--- config.mk ---
export PLATFORM = sky130hd
export DESIGN_NAME = cartridge_bank_controller_top_flat
export DESIGN_NICKNAME = d
export VERILOG_FILES = /design/src/sv/cbc_pkg.sv /design/src/sv/cbc_wr_if.sv /design/src/sv/cbc_bank_if.sv /design/src/sv/cbc_bank_regs.sv /design/src/sv/cartridge_bank_controller_top.sv /design/src/flat_wrapper.sv
export SDC_FILE = /design/constraint.sdc
export NUM_CORES = 1
export LEC_CHECK = 0
export BUFFER_PORTS_ARGS = -buffer_cell sky130_fd_sc_hd__buf_4
export CAP_MARGIN = 30
export CORE_UTILIZATION = 40
export CTS_CLUSTER_SIZE = 14
export DETAILED_ROUTE_END_ITERATION = 8
export SYNTH_ARGS = -nofsm -noshare
export SYNTH_HDL_FRONTEND = slang
export SYNTH_SLANG_ARGS = --single-unit
export TNS_END_PERCENT = 1
--- constraint.sdc ---
create_clock -name clk_i -period 2.2 [get_ports clk_i]
set_input_delay 0.33 -clock clk_i [delete_from_list [all_inputs] [get_ports clk_i]]
set_output_delay 0.33 -clock clk_i [all_outputs]
set_load 0.05 [all_outputs]
--- src/sv/cbc_pkg.sv ---
// ----------------------------------------------------------------------------
// Cartridge bank controller package
// Shared widths, address region codes, configuration indexes and the
// structures passed between the controller modules.
// ----------------------------------------------------------------------------
package cbc_pkg;

  localparam int unsigned AddrW     = 16;
  localparam int unsigned DataW     = 8;
  localparam int unsigned RomOffW   = 23;
  localparam int unsigned RamOffW   = 17;
  localparam int unsigned RamSizeW  = 18;
  localparam int unsigned RomBankW  = 9;
  localparam int unsigned RamBankW  = 4;
  localparam int unsigned RomShift  = 14;  // 0x4000 bytes per ROM bank
  localparam int unsigned RamShift  = 13;  // 0x2000 bytes per RAM bank
  localparam int unsigned CfgIdxW   = 1;

  localparam logic [3:0]          RamEnKey     = 4'hA;
  localparam logic [RamSizeW-1:0] RamSizeReset = 18'd32768;

  // Configuration register indexes.
  typedef enum logic [CfgIdxW-1:0] {
    CFG_CTRL_TYPE = 1'b0,
    CFG_RAM_SIZE  = 1'b1
  } cfg_idx_e;

  // Controller rule sets.
  typedef enum logic {
    CTRL_GEN1 = 1'b0,
    CTRL_GEN2 = 1'b1
  } ctrl_type_e;

  // 8 KiB regions selected by address bits 15:13.
  typedef enum logic [2:0] {
    RGN_RAM_EN  = 3'd0,  // 0x0000-0x1FFF
    RGN_ROM_LO  = 3'd1,  // 0x2000-0x3FFF
    RGN_BANK_HI = 3'd2,  // 0x4000-0x5FFF
    RGN_MODE    = 3'd3,  // 0x6000-0x7FFF
    RGN_HIGH4   = 3'd4,
    RGN_HIGH5   = 3'd5,
    RGN_HIGH6   = 3'd6,
    RGN_HIGH7   = 3'd7
  } region_e;

  typedef struct packed {
    logic [AddrW-1:0] addr;
    logic [DataW-1:0] data;
  } wr_req_t;

  typedef struct packed {
    ctrl_type_e          ctrl_type;
    logic [RamSizeW-1:0] ram_size;
  } cfg_t;

endpackage

--- src/sv/cbc_wr_if.sv ---
// ----------------------------------------------------------------------------
// CPU write channel
// Valid/ready channel carrying one cartridge register write request.
// ----------------------------------------------------------------------------
interface cbc_wr_if;
  logic                       valid;
  logic                       ready;
  logic [cbc_pkg::AddrW-1:0]  write_address;
  logic [cbc_pkg::DataW-1:0]  write_data;

  modport source (output valid, output write_address, output write_data, input ready);
  modport sink   (input valid, input write_address, input write_data, output ready);
endinterface

--- src/sv/cbc_bank_if.sv ---
// ----------------------------------------------------------------------------
// Bank status channel
// Valid/ready channel carrying the bank offsets after each write request.
// ----------------------------------------------------------------------------
interface cbc_bank_if;
  logic                        valid;
  logic                        ready;
  logic [cbc_pkg::RomOffW-1:0] rom_bank_offset;
  logic [cbc_pkg::RamOffW-1:0] ram_bank_offset;
  logic                        ram_enabled;

  modport source (output valid, output rom_bank_offset, output ram_bank_offset,
                  output ram_enabled, input ready);
  modport sink   (input valid, input rom_bank_offset, input ram_bank_offset,
                  input ram_enabled, output ready);
endinterface

--- src/sv/cbc_bank_regs.sv ---
// ----------------------------------------------------------------------------
// Bank register file
// Holds both controllers' bank registers and applies one registered write
// request per enabled cycle. The current bank state is the result itself.
// ----------------------------------------------------------------------------
module cbc_bank_regs (
  input  logic                           clk_i,
  input  logic                           rst_ni,
  input  logic                           wr_en_i,
  input  cbc_pkg::wr_req_t               req_i,
  input  cbc_pkg::cfg_t                  cfg_i,
  output logic [cbc_pkg::RomBankW-1:0]   rom_bank_o,
  output logic [cbc_pkg::RamBankW-1:0]   ram_bank_o,
  output logic                           ram_en_o
);

  logic [cbc_pkg::RomBankW-1:0] rom_bank_q, rom_bank_d;
  logic [cbc_pkg::RamBankW-1:0] ram_bank_q, ram_bank_d;
  logic                         ram_en_q, ram_en_d;
  logic [6:0]                   g1_sel_q, g1_sel_d;
  logic                         g1_mode_q, g1_mode_d;
  logic [7:0]                   g2_low_q, g2_low_d;
  logic                         g2_high_q, g2_high_d;

  cbc_pkg::region_e             region;
  logic [4:0]                   low5;
  logic [cbc_pkg::RamOffW-1:0]  ram_off_try;
  logic                         ram_sel_ok;

  assign region = cbc_pkg::region_e'(req_i.addr[15:13]);
  // Bank zero in the low five bits maps to bank one.
  assign low5 = (req_i.data[4:0] == 5'd0) ? 5'd1 : req_i.data[4:0];

  assign ram_off_try = {req_i.data[3:0], {cbc_pkg::RamShift{1'b0}}};
  assign ram_sel_ok  = (req_i.data[7:4] == 4'd0) &&
                       ({1'b0, ram_off_try} < cfg_i.ram_size);

  always_comb begin
    rom_bank_d = rom_bank_q;
    ram_bank_d = ram_bank_q;
    ram_en_d   = ram_en_q;
    g1_sel_d   = g1_sel_q;
    g1_mode_d  = g1_mode_q;
    g2_low_d   = g2_low_q;
    g2_high_d  = g2_high_q;
    unique case (region)
      cbc_pkg::RGN_RAM_EN: begin
        ram_en_d = (req_i.data[3:0] == cbc_pkg::RamEnKey);
      end
      cbc_pkg::RGN_ROM_LO: begin
        if (cfg_i.ctrl_type == cbc_pkg::CTRL_GEN1) begin
          g1_sel_d   = {g1_sel_q[6:5], low5};
          rom_bank_d = {2'b00, g1_sel_q[6:5], low5};
        end else if (!req_i.addr[12]) begin
          g2_low_d   = req_i.data;
          rom_bank_d = {g2_high_q, req_i.data};
        end else begin
          g2_high_d  = req_i.data[0];
          rom_bank_d = {req_i.data[0], g2_low_q};
        end
      end
      cbc_pkg::RGN_BANK_HI: begin
        if (cfg_i.ctrl_type == cbc_pkg::CTRL_GEN1 && !g1_mode_q) begin
          g1_sel_d   = {req_i.data[1:0], g1_sel_q[4:0]};
          rom_bank_d = {2'b00, req_i.data[1:0], g1_sel_q[4:0]};
        end else if (ram_sel_ok) begin
          ram_bank_d = req_i.data[3:0];
        end
      end
      cbc_pkg::RGN_MODE: begin
        // Only the first-generation controller has a banking mode. Entering
        // mode one drops the high bank bits without touching the ROM offset.
        if (cfg_i.ctrl_type == cbc_pkg::CTRL_GEN1) begin
          g1_mode_d = req_i.data[0];
          if (req_i.data[0]) begin
            g1_sel_d = {2'b00, g1_sel_q[4:0]};
          end
        end
      end
      default: begin
      end
    endcase
  end

  always_ff @(posedge clk_i or negedge rst_ni) begin
    if (!rst_ni) begin
      rom_bank_q <= cbc_pkg::RomBankW'(1);
      ram_bank_q <= '0;
      ram_en_q   <= 1'b0;
      g1_sel_q   <= 7'd1;
      g1_mode_q  <= 1'b0;
      g2_low_q   <= 8'd1;
      g2_high_q  <= 1'b0;
    end else if (wr_en_i) begin
      rom_bank_q <= rom_bank_d;
      ram_bank_q <= ram_bank_d;
      ram_en_q   <= ram_en_d;
      g1_sel_q   <= g1_sel_d;
      g1_mode_q  <= g1_mode_d;
      g2_low_q   <= g2_low_d;
      g2_high_q  <= g2_high_d;
    end
  end

  assign rom_bank_o = rom_bank_q;
  assign ram_bank_o = ram_bank_q;
  assign ram_en_o   = ram_en_q;

  a_g1_low_nonzero: assert property (@(posedge clk_i) disable iff (!rst_ni)
    g1_sel_q[4:0] != 5'd0)
    else $error("first-generation low bank bits are zero");

  a_mode1_no_high: assert property (@(posedge clk_i) disable iff (!rst_ni)
    g1_mode_q |-> (g1_sel_q[6:5] == 2'b00))
    else $error("high bank bits set in banking mode one");

  a_hold_when_idle: assert property (@(posedge clk_i) disable iff (!rst_ni)
    !wr_en_i |=> ($stable(rom_bank_q) && $stable(ram_bank_q) && $stable(ram_en_q)))
    else $error("bank state changed without a write request");

endmodule

--- src/sv/cartridge_bank_controller_top.sv ---
// ----------------------------------------------------------------------------
// Cartridge bank controller
// Two-stage valid/ready wrapper around the bank register file.
// ----------------------------------------------------------------------------
// Each write request is captured in an input register and then applied to the
// bank registers once the response slot is free; the bank registers present
// the ROM bank offset, RAM bank offset and RAM enable as the response. One
// request is taken every cycle while the response side keeps up. Configuration
// writes are expected only while no request is in flight.

module cartridge_bank_controller_top (
  input  logic                          clk_i,
  input  logic                          rst_ni,
  input  logic                          cfg_we_i,
  input  logic [cbc_pkg::CfgIdxW-1:0]   cfg_idx_i,
  input  logic [cbc_pkg::RamSizeW-1:0]  cfg_wdata_i,
  cbc_wr_if.sink                        wr_i,
  cbc_bank_if.source                    bank_o
);

  cbc_pkg::cfg_t                 cfg_q;
  cbc_pkg::wr_req_t              req_q;
  logic                          req_vld_q;
  logic                          out_vld_q;
  logic                          stage_en;
  logic [cbc_pkg::RomBankW-1:0]  rom_bank;
  logic [cbc_pkg::RamBankW-1:0]  ram_bank;
  logic                          ram_en;

  // The bank registers double as the response register, so both stages move
  // together whenever the response slot is free.
  assign stage_en   = !out_vld_q || bank_o.ready;
  assign wr_i.ready = stage_en || !req_vld_q;

  always_ff @(posedge clk_i or negedge rst_ni) begin
    if (!rst_ni) begin
      cfg_q.ctrl_type <= cbc_pkg::CTRL_GEN1;
      cfg_q.ram_size  <= cbc_pkg::RamSizeReset;
    end else if (cfg_we_i) begin
      unique case (cbc_pkg::cfg_idx_e'(cfg_idx_i))
        cbc_pkg::CFG_CTRL_TYPE: cfg_q.ctrl_type <= cbc_pkg::ctrl_type_e'(cfg_wdata_i[0]);
        cbc_pkg::CFG_RAM_SIZE:  cfg_q.ram_size  <= cfg_wdata_i;
        default: begin
        end
      endcase
    end
  end

  always_ff @(posedge clk_i or negedge rst_ni) begin
    if (!rst_ni) begin
      req_vld_q <= 1'b0;
      out_vld_q <= 1'b0;
    end else begin
      if (wr_i.ready) begin
        req_vld_q <= wr_i.valid;
      end
      if (stage_en) begin
        out_vld_q <= req_vld_q;
      end
    end
  end

  always_ff @(posedge clk_i) begin
    if (wr_i.ready && wr_i.valid) begin
      req_q.addr <= wr_i.write_address;
      req_q.data <= wr_i.write_data;
    end
  end

  cbc_bank_regs u_regs (
    .clk_i      (clk_i),
    .rst_ni     (rst_ni),
    .wr_en_i    (stage_en && req_vld_q),
    .req_i      (req_q),
    .cfg_i      (cfg_q),
    .rom_bank_o (rom_bank),
    .ram_bank_o (ram_bank),
    .ram_en_o   (ram_en)
  );

  assign bank_o.valid           = out_vld_q;
  assign bank_o.rom_bank_offset = {rom_bank, {cbc_pkg::RomShift{1'b0}}};
  assign bank_o.ram_bank_offset = {ram_bank, {cbc_pkg::RamShift{1'b0}}};
  assign bank_o.ram_enabled     = ram_en;

  a_req_to_resp: assert property (@(posedge clk_i) disable iff (!rst_ni)
    (req_vld_q && stage_en) |=> out_vld_q)
    else $error("request in input stage did not reach the response");

  a_empty_takes: assert property (@(posedge clk_i) disable iff (!rst_ni)
    !req_vld_q |-> wr_i.ready)
    else $error("empty input stage refused a request");

  a_stall_holds: assert property (@(posedge clk_i) disable iff (!rst_ni)
    (out_vld_q && !bank_o.ready && req_vld_q) |=> (req_vld_q && $stable(req_q)))
    else $error("input stage changed during a response stall");

endmodule

--- src/flat_wrapper.sv ---
// flat-port wrapper written by rule: the top's interface ports become plain ports
module cartridge_bank_controller_top_flat 
  (clk_i, rst_ni, cfg_we_i, cfg_idx_i, cfg_wdata_i, wr_i_valid, wr_i_write_address, wr_i_write_data, wr_i_ready, bank_o_valid, bank_o_rom_bank_offset, bank_o_ram_bank_offset, bank_o_ram_enabled, bank_o_ready);
  cbc_wr_if wr_i_i ();
  cbc_bank_if bank_o_i ();
  input  logic clk_i;
  input  logic rst_ni;
  input  logic cfg_we_i;
  input  logic [cbc_pkg::CfgIdxW-1:0] cfg_idx_i;
  input  logic [cbc_pkg::RamSizeW-1:0] cfg_wdata_i;
  input wire logic [$bits(wr_i_i.valid)-1:0] wr_i_valid;
  input wire logic [$bits(wr_i_i.write_address)-1:0] wr_i_write_address;
  input wire logic [$bits(wr_i_i.write_data)-1:0] wr_i_write_data;
  output wire logic [$bits(wr_i_i.ready)-1:0] wr_i_ready;
  output wire logic [$bits(bank_o_i.valid)-1:0] bank_o_valid;
  output wire logic [$bits(bank_o_i.rom_bank_offset)-1:0] bank_o_rom_bank_offset;
  output wire logic [$bits(bank_o_i.ram_bank_offset)-1:0] bank_o_ram_bank_offset;
  output wire logic [$bits(bank_o_i.ram_enabled)-1:0] bank_o_ram_enabled;
  input wire logic [$bits(bank_o_i.ready)-1:0] bank_o_ready;
  assign wr_i_i.valid = wr_i_valid;
  assign wr_i_i.write_address = wr_i_write_address;
  assign wr_i_i.write_data = wr_i_write_data;
  assign wr_i_ready = wr_i_i.ready;
  assign bank_o_valid = bank_o_i.valid;
  assign bank_o_rom_bank_offset = bank_o_i.rom_bank_offset;
  assign bank_o_ram_bank_offset = bank_o_i.ram_bank_offset;
  assign bank_o_ram_enabled = bank_o_i.ram_enabled;
  assign bank_o_i.ready = bank_o_ready;
  cartridge_bank_controller_top u_core (.clk_i(clk_i), .rst_ni(rst_ni), .cfg_we_i(cfg_we_i), .cfg_idx_i(cfg_idx_i), .cfg_wdata_i(cfg_wdata_i), .wr_i(wr_i_i), .bank_o(bank_o_i));
endmodule
==> results of run 1 <==
[metrics by stage]
step	hold WS (ps)	total power, uW	instance area, um2
2_1_floorplan	34.4	2230	3160
3_3_place_gp	412	2440	3480
3_5_place_dp	411	2460	3480
4_1_cts	41.8	3320	3650
5_1_grt	64.6	3450	3650
6_report	21.1	3270	3650
[worst max-delay path: cells and delay by family (launching register included)]
kind,cells,cell delay (ps)
flops,1,530
mux,1,300
fa+ha+maj,1,290
simple gates,1,110
compound gates,3,740
buf+inv,1,40
[routing by layer]
layer / vias up / share of wire / global-route usage
met1: 953 / 0.48 / 0.218
met3: 11 / 0.037 / 0.0351
li1: 922 / - / -
met4: 0 / 0.024 / 0.0924
met2: 57 / 0.46 / 0.213
met5: - / 0 / 0
[cells in the final DEF (no fill, tap or decap), types with 10 or more instances in the layout]
master	Yosys	final
edfxtp_1	12	12
o21ai_0	15	15
conb_1	1	27
nand2_1	21	21
dfrtp_1	48	48
clkbuf_8	0	10
mux2_2	29	29
buf_4	27	61
[cells by family (layout without fill, tap and decap cells)]
family                     after synthesis  after routing  synth area share
adders and majority gates                4              4            0.0164
buffers and inverters                   43             84            0.0920
muxes                                   51             51             0.189
other                                    1             27           0.00123
DFF                                     64             64             0.545
and+or+nand+nor                         56             56            0.0944
AOI/OAI and AO/OA                       25             25            0.0625
[power breakdown]
| part | internal (uW) | switching, uW |
|---|---|---|
| Combinational | 316 | 550 |
| Sequential | 1440 | 128 |
| Clock | 437 | 402 |
| Total | 2190 | 1080 |
[Yosys cell counts (all sizes together)]
cell type  number  area (um2)
o21a            1        15.0
nand3           2        10.0
inv             7        26.3
o41ai           1        27.5
nand2b          4        25.0
nor4            5        31.3
o221ai          1        8.76
ha              4        50.1
edfxtp         12         360
clkbuf          4        15.0
mux2i           9        90.1
dfstp           4         105
nor2b           2        12.5
and2            3        18.8
or2             2        15.0
nor3            2        10.0
nand4           2        18.8
nand3b          1        7.51
a211oi          3        22.5
a21oi           3        15.0
dfrtp          48        1200
or3b            1        8.76
nor4b           1        8.76
nor2            9        33.8
a2111oi         1        27.5
nand2          21        78.8
buf            32         240
o21ai          15        75.1
conb            1        3.75
mux2           42         488
nor4bb          1        10.0
[final cells by class]
cell class | count | area [um2] | area share
multi-input combinational | 163 | 1210 | 0.332
sequential | 64 | 1670 | 0.457
clock inverter | 2 | 10.0 | 0.00274
inverter | 7 | 26.3 | 0.00720
timing repair buffer | 61 | 458 | 0.126
clock buffer | 14 | 153 | 0.0419
tap | 99 | 124 | 0.0340
[flip-flops by register name, indices dropped and copies added, names as in the netlist, 4 cells and up]
name                      cells
u_core.cfg_q                 19
u_core.req_q                 12
u_core.u_regs.g1_sel_q        7
u_core.u_regs.g2_low_q        8
u_core.u_regs.ram_bank_o      4
u_core.u_regs.rom_bank_o      9
[path summary, 6_finish.rpt]
| check | cells past startpoint | slack, ps | startpoint | endpoint |
|---|---|---|---|---|
| worst max-delay path | 7 | 80 | u_core.cfg_q[15]$_DFFE_PN1P_ | u_core.u_regs.ram_bank_o[0]$_DFFE_PN0P_ |
| worst min-delay path | 1 | 20 | rst_ni | u_core.cfg_q[10]$_DFFE_PN0P_ |
| worst max register to register | 7 | 80 | u_core.cfg_q[15]$_DFFE_PN1P_ | u_core.u_regs.ram_bank_o[0]$_DFFE_PN0P_ |
| worst min register to register | 2 | 480 | u_core.u_regs.g1_sel_q[0]$_DFFE_PN1P_ | u_core.u_regs.g1_sel_q[0]$_DFFE_PN1P_ |
| max in group asynchronous | 1 | 1730 | rst_ni | u_core.u_regs.g1_sel_q[5]$_DFFE_PN0P_ |
| min in group clk_i | 1 | 170 | wr_i_write_address[14] | u_core.req_q[22]$_DFFE_PP_ |
==> results by group, run 1 <==
Status
  – Status: complete, no violations

Floorplan
  – Initial Util: 0.417
  – DIE HEIGHT: 89.5 um
  – Row Count: 31
  – Ports: 91
  – Chip Width: 89.5 um
  – Core ar.: 0.00733 mm2
  – Die area: 0.00800 mm2

Clocking
  – TritonCTS clock tree: built
  – CTS resizes: 0
  – Clock Sink Count: 64
  – Root Driver: clkbuf_8
  – Hold buffer count at CTS: 0
  – Clock Latency Late Sink: 340 ps
  – # H-tree levels: 3
  – Clock transition at path regs: 60 ps
  – CTS Buf Count: 9
  – Deepest clock path buffer count: 2
  – Setup bufs post-CTS: 0

STA
  – Unrepaired setup endpoints after global routing: false
  – Max Clock Skew: 7.30 ps
  – Final Critical Period: 2120 ps
  – # setup viols final: 0
  – Hold Vio Cnt, Final: 0
  – Actual slew at the worst max-slew pin: 660 ps
  – Rel. slew slack: 0.560
  – TNS Setup: 0 ps
  – Final cycle utilization of the critical path: 0.962
  – Setup ws final: 83.6 ps
  – Max-slew violations: 0
  – F_max: 473 MHz

Worst setup path
  – Crit path max fanout: 4
  – Worst-path cell chain: inv_1, ha_1, a21oi_1, nand2_1, a2111oi_4, o21a_4, mux2_4
  – CP max stage cell: dfstp_2
  – WS Path Type: reg -> reg
  – Slowest stage delay, CP: 530 ps
  – CP Data Arrival Time: 2330 ps
  – Req. time, crit path: 2420 ps
  – Worst setup EP type: flop
  – Critical Path Source Type: flop

Routing
  – WL/cell: 13.1 um
  – Drt drc: 0
  – Post-DRT Antenna Nets: 0
  – WL final: 5370 um
  – Vias: 1,943
  – First DRT Iteration DRCs: 85
  – Via density per instance: 4.74
  – Drt pass-1 iters: 4

Placement
  – Post-DP HPWL: 3870 um
  – Final GP Congestion: 0.714
  – Post-Place Setup Slack: 68.2 ps
  – Port Buf Inserts: 51
  – Placed cells: 394

Layout
  – Share of layout cells above drive strength 1: 0.373
  – Util after Layout: 0.498
  – Final Net Count: 358
  – Filler cells: 663
  – Syn-to-layout area delta: 19.2%
  – Antenna cells: 0
  – Fin cells: 410

Synthesis
  – Post-synth cell types: 37
  – Syn. warnings: 0
  – Avg Synthesized Cell Area: 12.5 um2
  – Sequential fraction of the synthesis area: 0.545
  – Synth Cell Area: 0.00306 mm2
  – Post-Syn Instances: 244
  – Synth Register Bits: 64

Global routing
  – GRT overflow: 0
  – Initial antenna violation count: 0
  – Tot GR Track Use: 0.153
  – Vias in the first global route: 1,761
  – Largest net degree at the start of global routing: 53
  – First-pass GRT wire length: 8700 um

Run
  – Max Cap Viol: 0

Hold path
  – Worst hold path type: in -> async

Power and ir drop
  – Cell Pwr Density: 896 mW/mm2
  – Worst vdd ir: 0.444 mV
  – Leakage power: 0.00171 uW
Power figures use the tool's default switching activity.
==> inputs of run 2 (changes only) <==
Settings changed: CORE_UTILIZATION 40 to 47, PLACE_DENSITY set to 0.74.
Clock period 2.2 ns to 2.5 ns, I/O delays scaled along.
==> run 2 against run 1 <==
  * Count of clock-buffer cells in the layout grew 1
  * Cell count shrank 6.6%
  * Combinational power shrank 13%
  * Critical endpoint is now u_core.u_regs.ram_bank_o[2]$_DFFE_PN0P_
  * Largest power group unchanged
==> results by group, run 2 (synthesis gave the netlist of run 1 again) <==
Clocking
  – CTS resizes: 0 (unchanged)
  – Hold buffer count at CTS: 0 (unchanged)
  – Setup bufs post-CTS: 0 (unchanged)
  – Root Driver: clkbuf_8 (unchanged)
  – CTS Buf Count: 9 (unchanged)
  – Deepest clock path buffer count: 2 (unchanged)
  – TritonCTS clock tree: built (unchanged)
  – Clock Latency Late Sink: 340 ps (about the same)
  – Clock transition at path regs: 70 ps (was 60 ps)
  – # H-tree levels: 3 (unchanged)
  – Clock Sink Count: 64 (unchanged)

STA
  – Final cycle utilization of the critical path: 0.863 (was 0.962)
  – Final Critical Period: 2160 ps (was 2120 ps)
  – Max-slew violations: 0 (unchanged)
  – Hold slack: 59.5 ps (was 21.1 ps)
  – # setup viols final: 0 (unchanged)
  – TNS Setup: 0 ps (unchanged)
  – Max Clock Skew: 7.97 ps (was 7.30 ps)
  – Actual slew at the worst max-slew pin: 749 ps (was 660 ps)
  – Rel. slew slack: 0.500 (was 0.560)
  – F_max: 464 MHz (was 473 MHz)
  – Unrepaired setup endpoints after global routing: false (unchanged)
  – Hold Vio Cnt, Final: 0 (unchanged)

Run
  – Max Cap Viol: 0 (unchanged)

Placement
  – Area of placed instances: 0.00342 mm2 (was 0.00348 mm2)
  – Final GP Congestion: 0.787 (was 0.714)
  – Post-DP HPWL: 3860 um (was 3870 um)
  – Port Buf Inserts: 51 (unchanged)

Layout
  – Most flops, register: u_core.cfg_q (unchanged)
  – Syn-to-layout area delta: 16.7% (was 19.2%)
  – Util after Layout: 0.566 (was 0.498)
  – Final Net Count: 353 (was 358)
  – Antenna cells: 0 (unchanged)
  – Share of layout cells above drive strength 1: 0.356 (was 0.373)
  – Max FFs per register: 19 (unchanged)
  – Most frequent cells in the layout: buf_4 (56), dfrtp_1 (48), mux2_2 (29) (was buf_4 (61), dfrtp_1 (48), mux2_2 (29))
  – Final Cell Area: 0.00357 mm2 (was 0.00365 mm2)
  – Most common cell after layout, fill and taps aside: buf_4 (unchanged)

Routing
  – WL final: 5300 um (was 5370 um)
  – Post-DRT Antenna Nets: 0 (unchanged)
  – Vias: 1,946 (was 1,943)
  – WL/cell: 13.8 um (was 13.1 um)
  – Top layer in use: met4 (unchanged)
  – First DRT Iteration DRCs: 109 (was 85)
  – Drt drc: 0 (unchanged)
  – Met1 WL: 2380 um (was 2600 um)
  – Drt pass-1 iters: 4 (unchanged)
  – Met2 wire length: 2600 um (was 2450 um)
  – DR WL met3: 229 um (was 198 um)
  – Via density per instance: 5.08 (was 4.74)

Worst setup path
  – Slowest stage delay, CP: 500 ps (was 530 ps)
  – Worst reg2reg setup slack: 340 ps (was 80 ps)
  – WS Path Type: reg -> reg (unchanged)
  – Crit path max fanout: 5 (was 4)
  – CP max stage cell: nor4_1 (was dfstp_2)
  – Req. time, crit path: 2720 ps (was 2420 ps)
  – CP Data Arrival Time: 2370 ps (was 2330 ps)
  – Worst-path cell chain: nor4_1, o221ai_1, a2111oi_4, o21a_4, mux2_4 (was inv_1, ha_1, a21oi_1, nand2_1, a2111oi_4, o21a_4, mux2_4)
  – Worst setup EP type: flop (unchanged)
  – Worst Reg-to-Reg Cells: 5 (was 7)
  – Critical Path Source Type: flop (unchanged)

Power and ir drop
  – Worst vdd ir: 0.456 mV (was 0.444 mV)
  – Leakage power: 0.00168 uW (was 0.00171 uW)
  – Cell Pwr Density: 799 mW/mm2 (was 896 mW/mm2)

Floorplan
  – Chip Width: 82.7 um (was 89.5 um)
  – DIE HEIGHT: 82.7 um (was 89.5 um)
  – Row Count: 29 (was 31)
  – Initial Util: 0.485 (was 0.417)
  – Die area: 0.00684 mm2 (was 0.00800 mm2)
  – Ports: 91 (unchanged)
  – Core ar.: 0.00631 mm2 (was 0.00733 mm2)

Global routing
  – Initial antenna violation count: 0 (unchanged)
  – First-pass GRT wire length: 8470 um (was 8700 um)
  – Vias in the first global route: 1,832 (was 1,761)
  – Tot GR Track Use: 0.171 (was 0.153)
  – Largest net degree at the start of global routing: 53 (unchanged)
  – GRT overflow: 0 (unchanged)

Hold path
  – Worst hold path type: in -> async (unchanged)

Status
  – Status: complete, no violations (unchanged)
-- run 2: through the flow --
step                std cells  total power, uW  setup WS (ps)
global route              383             2980            211
finish                    383             2850            344
global placement          367             2140            434
detailed placement        367             2160            331
floorplan                 270             1960            504
CTS                       383             2870            307
-- run 2: layout make-up --
| class | count | area [um2] |
|---|---|---|
| multi-input cells | 163 | 1210 |
| fillers | 570 | 2740 |
| repair buffers | 56 | 420 |
| clock inverters | 1 | 5.00 |
| inverters | 7 | 26.3 |
| clock buffers | 15 | 146 |
| well taps | 77 | 96.3 |
| flip-flops and latches | 64 | 1670 |
-- run 2: per-layer routing --
metal	GRT usage	vias to the layer above
li1	-	910
met4	0.0931	0
met2	0.272	58
met5	0	-
met3	0.0363	7
met1	0.219	971
-- run 2: final timing paths --
check | to | startpoint
min | u_core.cfg_q[10]$_DFFE_PN0P_ | rst_ni
min reg2reg | u_core.u_regs.g1_sel_q[4]$_DFFE_PN0P_ | u_core.u_regs.g1_sel_q[4]$_DFFE_PN0P_
max | u_core.u_regs.ram_bank_o[2]$_DFFE_PN0P_ | u_core.req_q[4]$_DFFE_PP_
max reg2reg | u_core.u_regs.ram_bank_o[2]$_DFFE_PN0P_ | u_core.req_q[4]$_DFFE_PP_
max in group asynchronous | u_core.u_regs.ram_bank_o[2]$_DFFE_PN0P_ | rst_ni
min in group clk_i | u_core.req_q[6]$_DFFE_PP_ | wr_i_write_data[6]
-- run 2: critical path: cells and delay by family, from the launching register on --
kind             cells  cell delay (ps)
multiplexers         1              300
AND/OR/NAND/NOR      1              500
AO/OA/AOI/OAI        3              750
flip-flops           1              480
-- run 2: where the power goes --
group          total, uW  internal, uW  switching (uW)
Sequential          1380          1260             120
Combinational        755           274             481
Clock                716           361             355
Total               2850          1900             956
==> inputs of run 3 (changes only) <==
Settings changed: CTS_BUF_LIST set to sky130_fd_sc_hd__clkbuf_8.
==> run 3 against run 2 <==
  * Critical path depth did not move
  * Fmax barely moved
  * Critical endpoint unchanged
  * Sequential share of layout area did not move
  * Count of clock-buffer cells in the layout fell by 6
==> results by group, run 3 (synthesis gave the netlist of run 1 again) <==
STA
  – # setup viols final: 0 (unchanged)
  – Unrepaired setup endpoints after global routing: false (unchanged)
  – Actual slew at the worst max-slew pin: 748 ps (was 749 ps)
  – F_max: 464 MHz (about the same)
  – Hold Vio Cnt, Final: 0 (unchanged)
  – Max Clock Skew: 8.06 ps (was 7.97 ps)
  – Final cycle utilization of the critical path: 0.862 (was 0.863)
  – Rel. slew slack: 0.500 (about the same)
  – TNS Setup: 0 ps (unchanged)
  – Final Critical Period: 2160 ps (about the same)
  – Max-slew violations: 0 (unchanged)

Layout
  – Syn-to-layout area delta: 16.7% (unchanged)
  – Most frequent cells in the layout: buf_4 (56), dfrtp_1 (48), mux2_2 (29) (unchanged)
  – Most common cell after layout, fill and taps aside: buf_4 (unchanged)
  – Most flops, register: u_core.cfg_q (unchanged)
  – Share of layout cells above drive strength 1: 0.356 (unchanged)
  – Filler cells: 570 (unchanged)
  – Util after Layout: 0.566 (unchanged)
  – Final Net Count: 353 (unchanged)
  – Max FFs per register: 19 (unchanged)
  – Antenna cells: 0 (unchanged)

Routing
  – Post-DRT Antenna Nets: 0 (unchanged)
  – Drt drc: 0 (unchanged)
  – WL final: 5300 um (about the same)
  – Via density per instance: 5.09 (was 5.08)
  – WL/cell: 13.8 um (about the same)
  – First DRT Iteration DRCs: 109 (unchanged)
  – Drt pass-1 iters: 4 (unchanged)
  – Vias: 1,948 (was 1,946)

Placement
  – Post-DP HPWL: 3860 um (unchanged)
  – Port Buf Inserts: 51 (unchanged)
  – Final GP Congestion: 0.787 (unchanged)

Global routing
  – Initial antenna violation count: 0 (unchanged)
  – First-pass GRT wire length: 8470 um (unchanged)
  – Largest net degree at the start of global routing: 53 (unchanged)
  – GRT overflow: 0 (unchanged)
  – Vias in the first global route: 1,832 (unchanged)
  – Tot GR Track Use: 0.171 (unchanged)

Run
  – Max Cap Viol: 0 (unchanged)

Worst setup path
  – WS Path Type: reg -> reg (unchanged)
  – Req. time, crit path: 2720 ps (about the same)
  – Worst setup EP type: flop (unchanged)
  – Slowest stage delay, CP: 500 ps (about the same)
  – Worst Reg-to-Reg Cells: 5 (unchanged)
  – CP Data Arrival Time: 2370 ps (about the same)
  – Reg2reg end: u_core.u_regs.ram_bank_o[2]$_DFFE_PN0P_ (unchanged)
  – Reg-to-Reg Start: u_core.req_q[4]$_DFFE_PP_ (unchanged)
  – Worst-path cell chain: nor4_1, o221ai_1, a2111oi_4, o21a_4, mux2_4 (unchanged)
  – CP max stage cell: nor4_1 (unchanged)
  – Critical Path Source Type: flop (unchanged)
  – Crit path max fanout: 5 (unchanged)
  – Worst reg2reg setup slack: 340 ps (about the same)

Clocking
  – # H-tree levels: 3 (unchanged)
  – Root Driver: clkbuf_8 (unchanged)
  – CTS Buf Count: 9 (unchanged)
  – TritonCTS clock tree: built (unchanged)
  – Hold buffer count at CTS: 0 (unchanged)
  – Setup bufs post-CTS: 0 (unchanged)
  – CTS resizes: 0 (unchanged)
  – Clock Sink Count: 64 (unchanged)
  – Clock transition at path regs: 70 ps (about the same)
  – Clock Latency Late Sink: 340 ps (about the same)
  – Deepest clock path buffer count: 2 (unchanged)

Floorplan
  – Row Count: 29 (unchanged)
  – DIE HEIGHT: 82.7 um (unchanged)
  – Chip Width: 82.7 um (unchanged)
  – Ports: 91 (unchanged)
  – Initial Util: 0.485 (unchanged)
  – Die area: 0.00684 mm2 (unchanged)
  – Core ar.: 0.00631 mm2 (unchanged)

Power and ir drop
  – Leakage power: 0.00170 uW (was 0.00168 uW)
  – Cell Pwr Density: 792 mW/mm2 (was 799 mW/mm2)
  – Worst vdd ir: 0.456 mV (about the same)

Status
  – Status: complete, no violations (unchanged)

Hold path
  – Worst hold path type: in -> async (unchanged)
[run 3: metrics by stage]
step / setup slack (ps) / cells / total power (uW) / hold slack, ps / cell area (um2)
finish: 344 / 383 / 2830 / 59.9 / 3570
global route: 211 / 383 / 2960 / 124 / 3570
CTS: 307 / 383 / 2850 / 76.5 / 3570
detailed placement: 331 / 367 / 2160 / 446 / 3420
global placement: 434 / 367 / 2140 / 446 / 3420
floorplan: 504 / 270 / 1960 / 79.4 / 3160
[run 3: final cells by class]
type	count	area, um2	share of cell area
Sequential cell	64	1670	0.467
Multi-Input combinational cell	163	1210	0.339
Timing Repair Buffer	56	420	0.118
Clock buffer	9	124	0.0347
Tap cell	77	96.3	0.0270
Clock inverter	7	27.5	0.00771
Inverter	7	26.3	0.00736
[run 3: per-layer routing]
metal	wire [um]	global-route usage	share of wire	up-vias
li1	-	-	-	910
met1	2390	0.219	0.45	973
met2	2600	0.272	0.49	58
met4	85	0.0931	0.016	0
met3	229	0.0363	0.043	7
met5	0	0	0	-
[run 3: report_power, final]
group | switching (uW) | internal, uW | leakage, uW
clock | 355 | 336 | 0.000101
combinational | 481 | 274 | 0.000844
sequential | 120 | 1260 | 0.000757
total | 956 | 1870 | 0.00170
[run 3: worst max path at each step]
stage | start | end | slack [ps] | cells after the start
finish | u_core.req_q[4]$_DFFE_PP_ | u_core.u_regs.ram_bank_o[2]$_DFFE_PN0P_ | 340 | 5
detailed placement | u_core.req_q[4]$_DFFE_PP_ | u_core.u_regs.ram_bank_o[2]$_DFFE_PN0P_ | 330 | 5
floorplan | u_core.cfg_q[15]$_DFFE_PN1P_ | u_core.u_regs.ram_bank_o[0]$_DFFE_PN0P_ | 500 | 7
global route | u_core.req_q[4]$_DFFE_PP_ | u_core.u_regs.ram_bank_o[1]$_DFFE_PN0P_ | 210 | 5
CTS | u_core.req_q[4]$_DFFE_PP_ | u_core.u_regs.ram_bank_o[2]$_DFFE_PN0P_ | 310 | 5
global placement | u_core.cfg_q[15]$_DFFE_PN1P_ | u_core.u_regs.ram_bank_o[1]$_DFFE_PN0P_ | 430 | 7
[run 3: critical path: cells and delay by family (launching register included)]
family / cells / cell delay (ps)
compound gates: 3 / 750
flops: 1 / 480
simple gates: 1 / 500
mux: 1 / 300
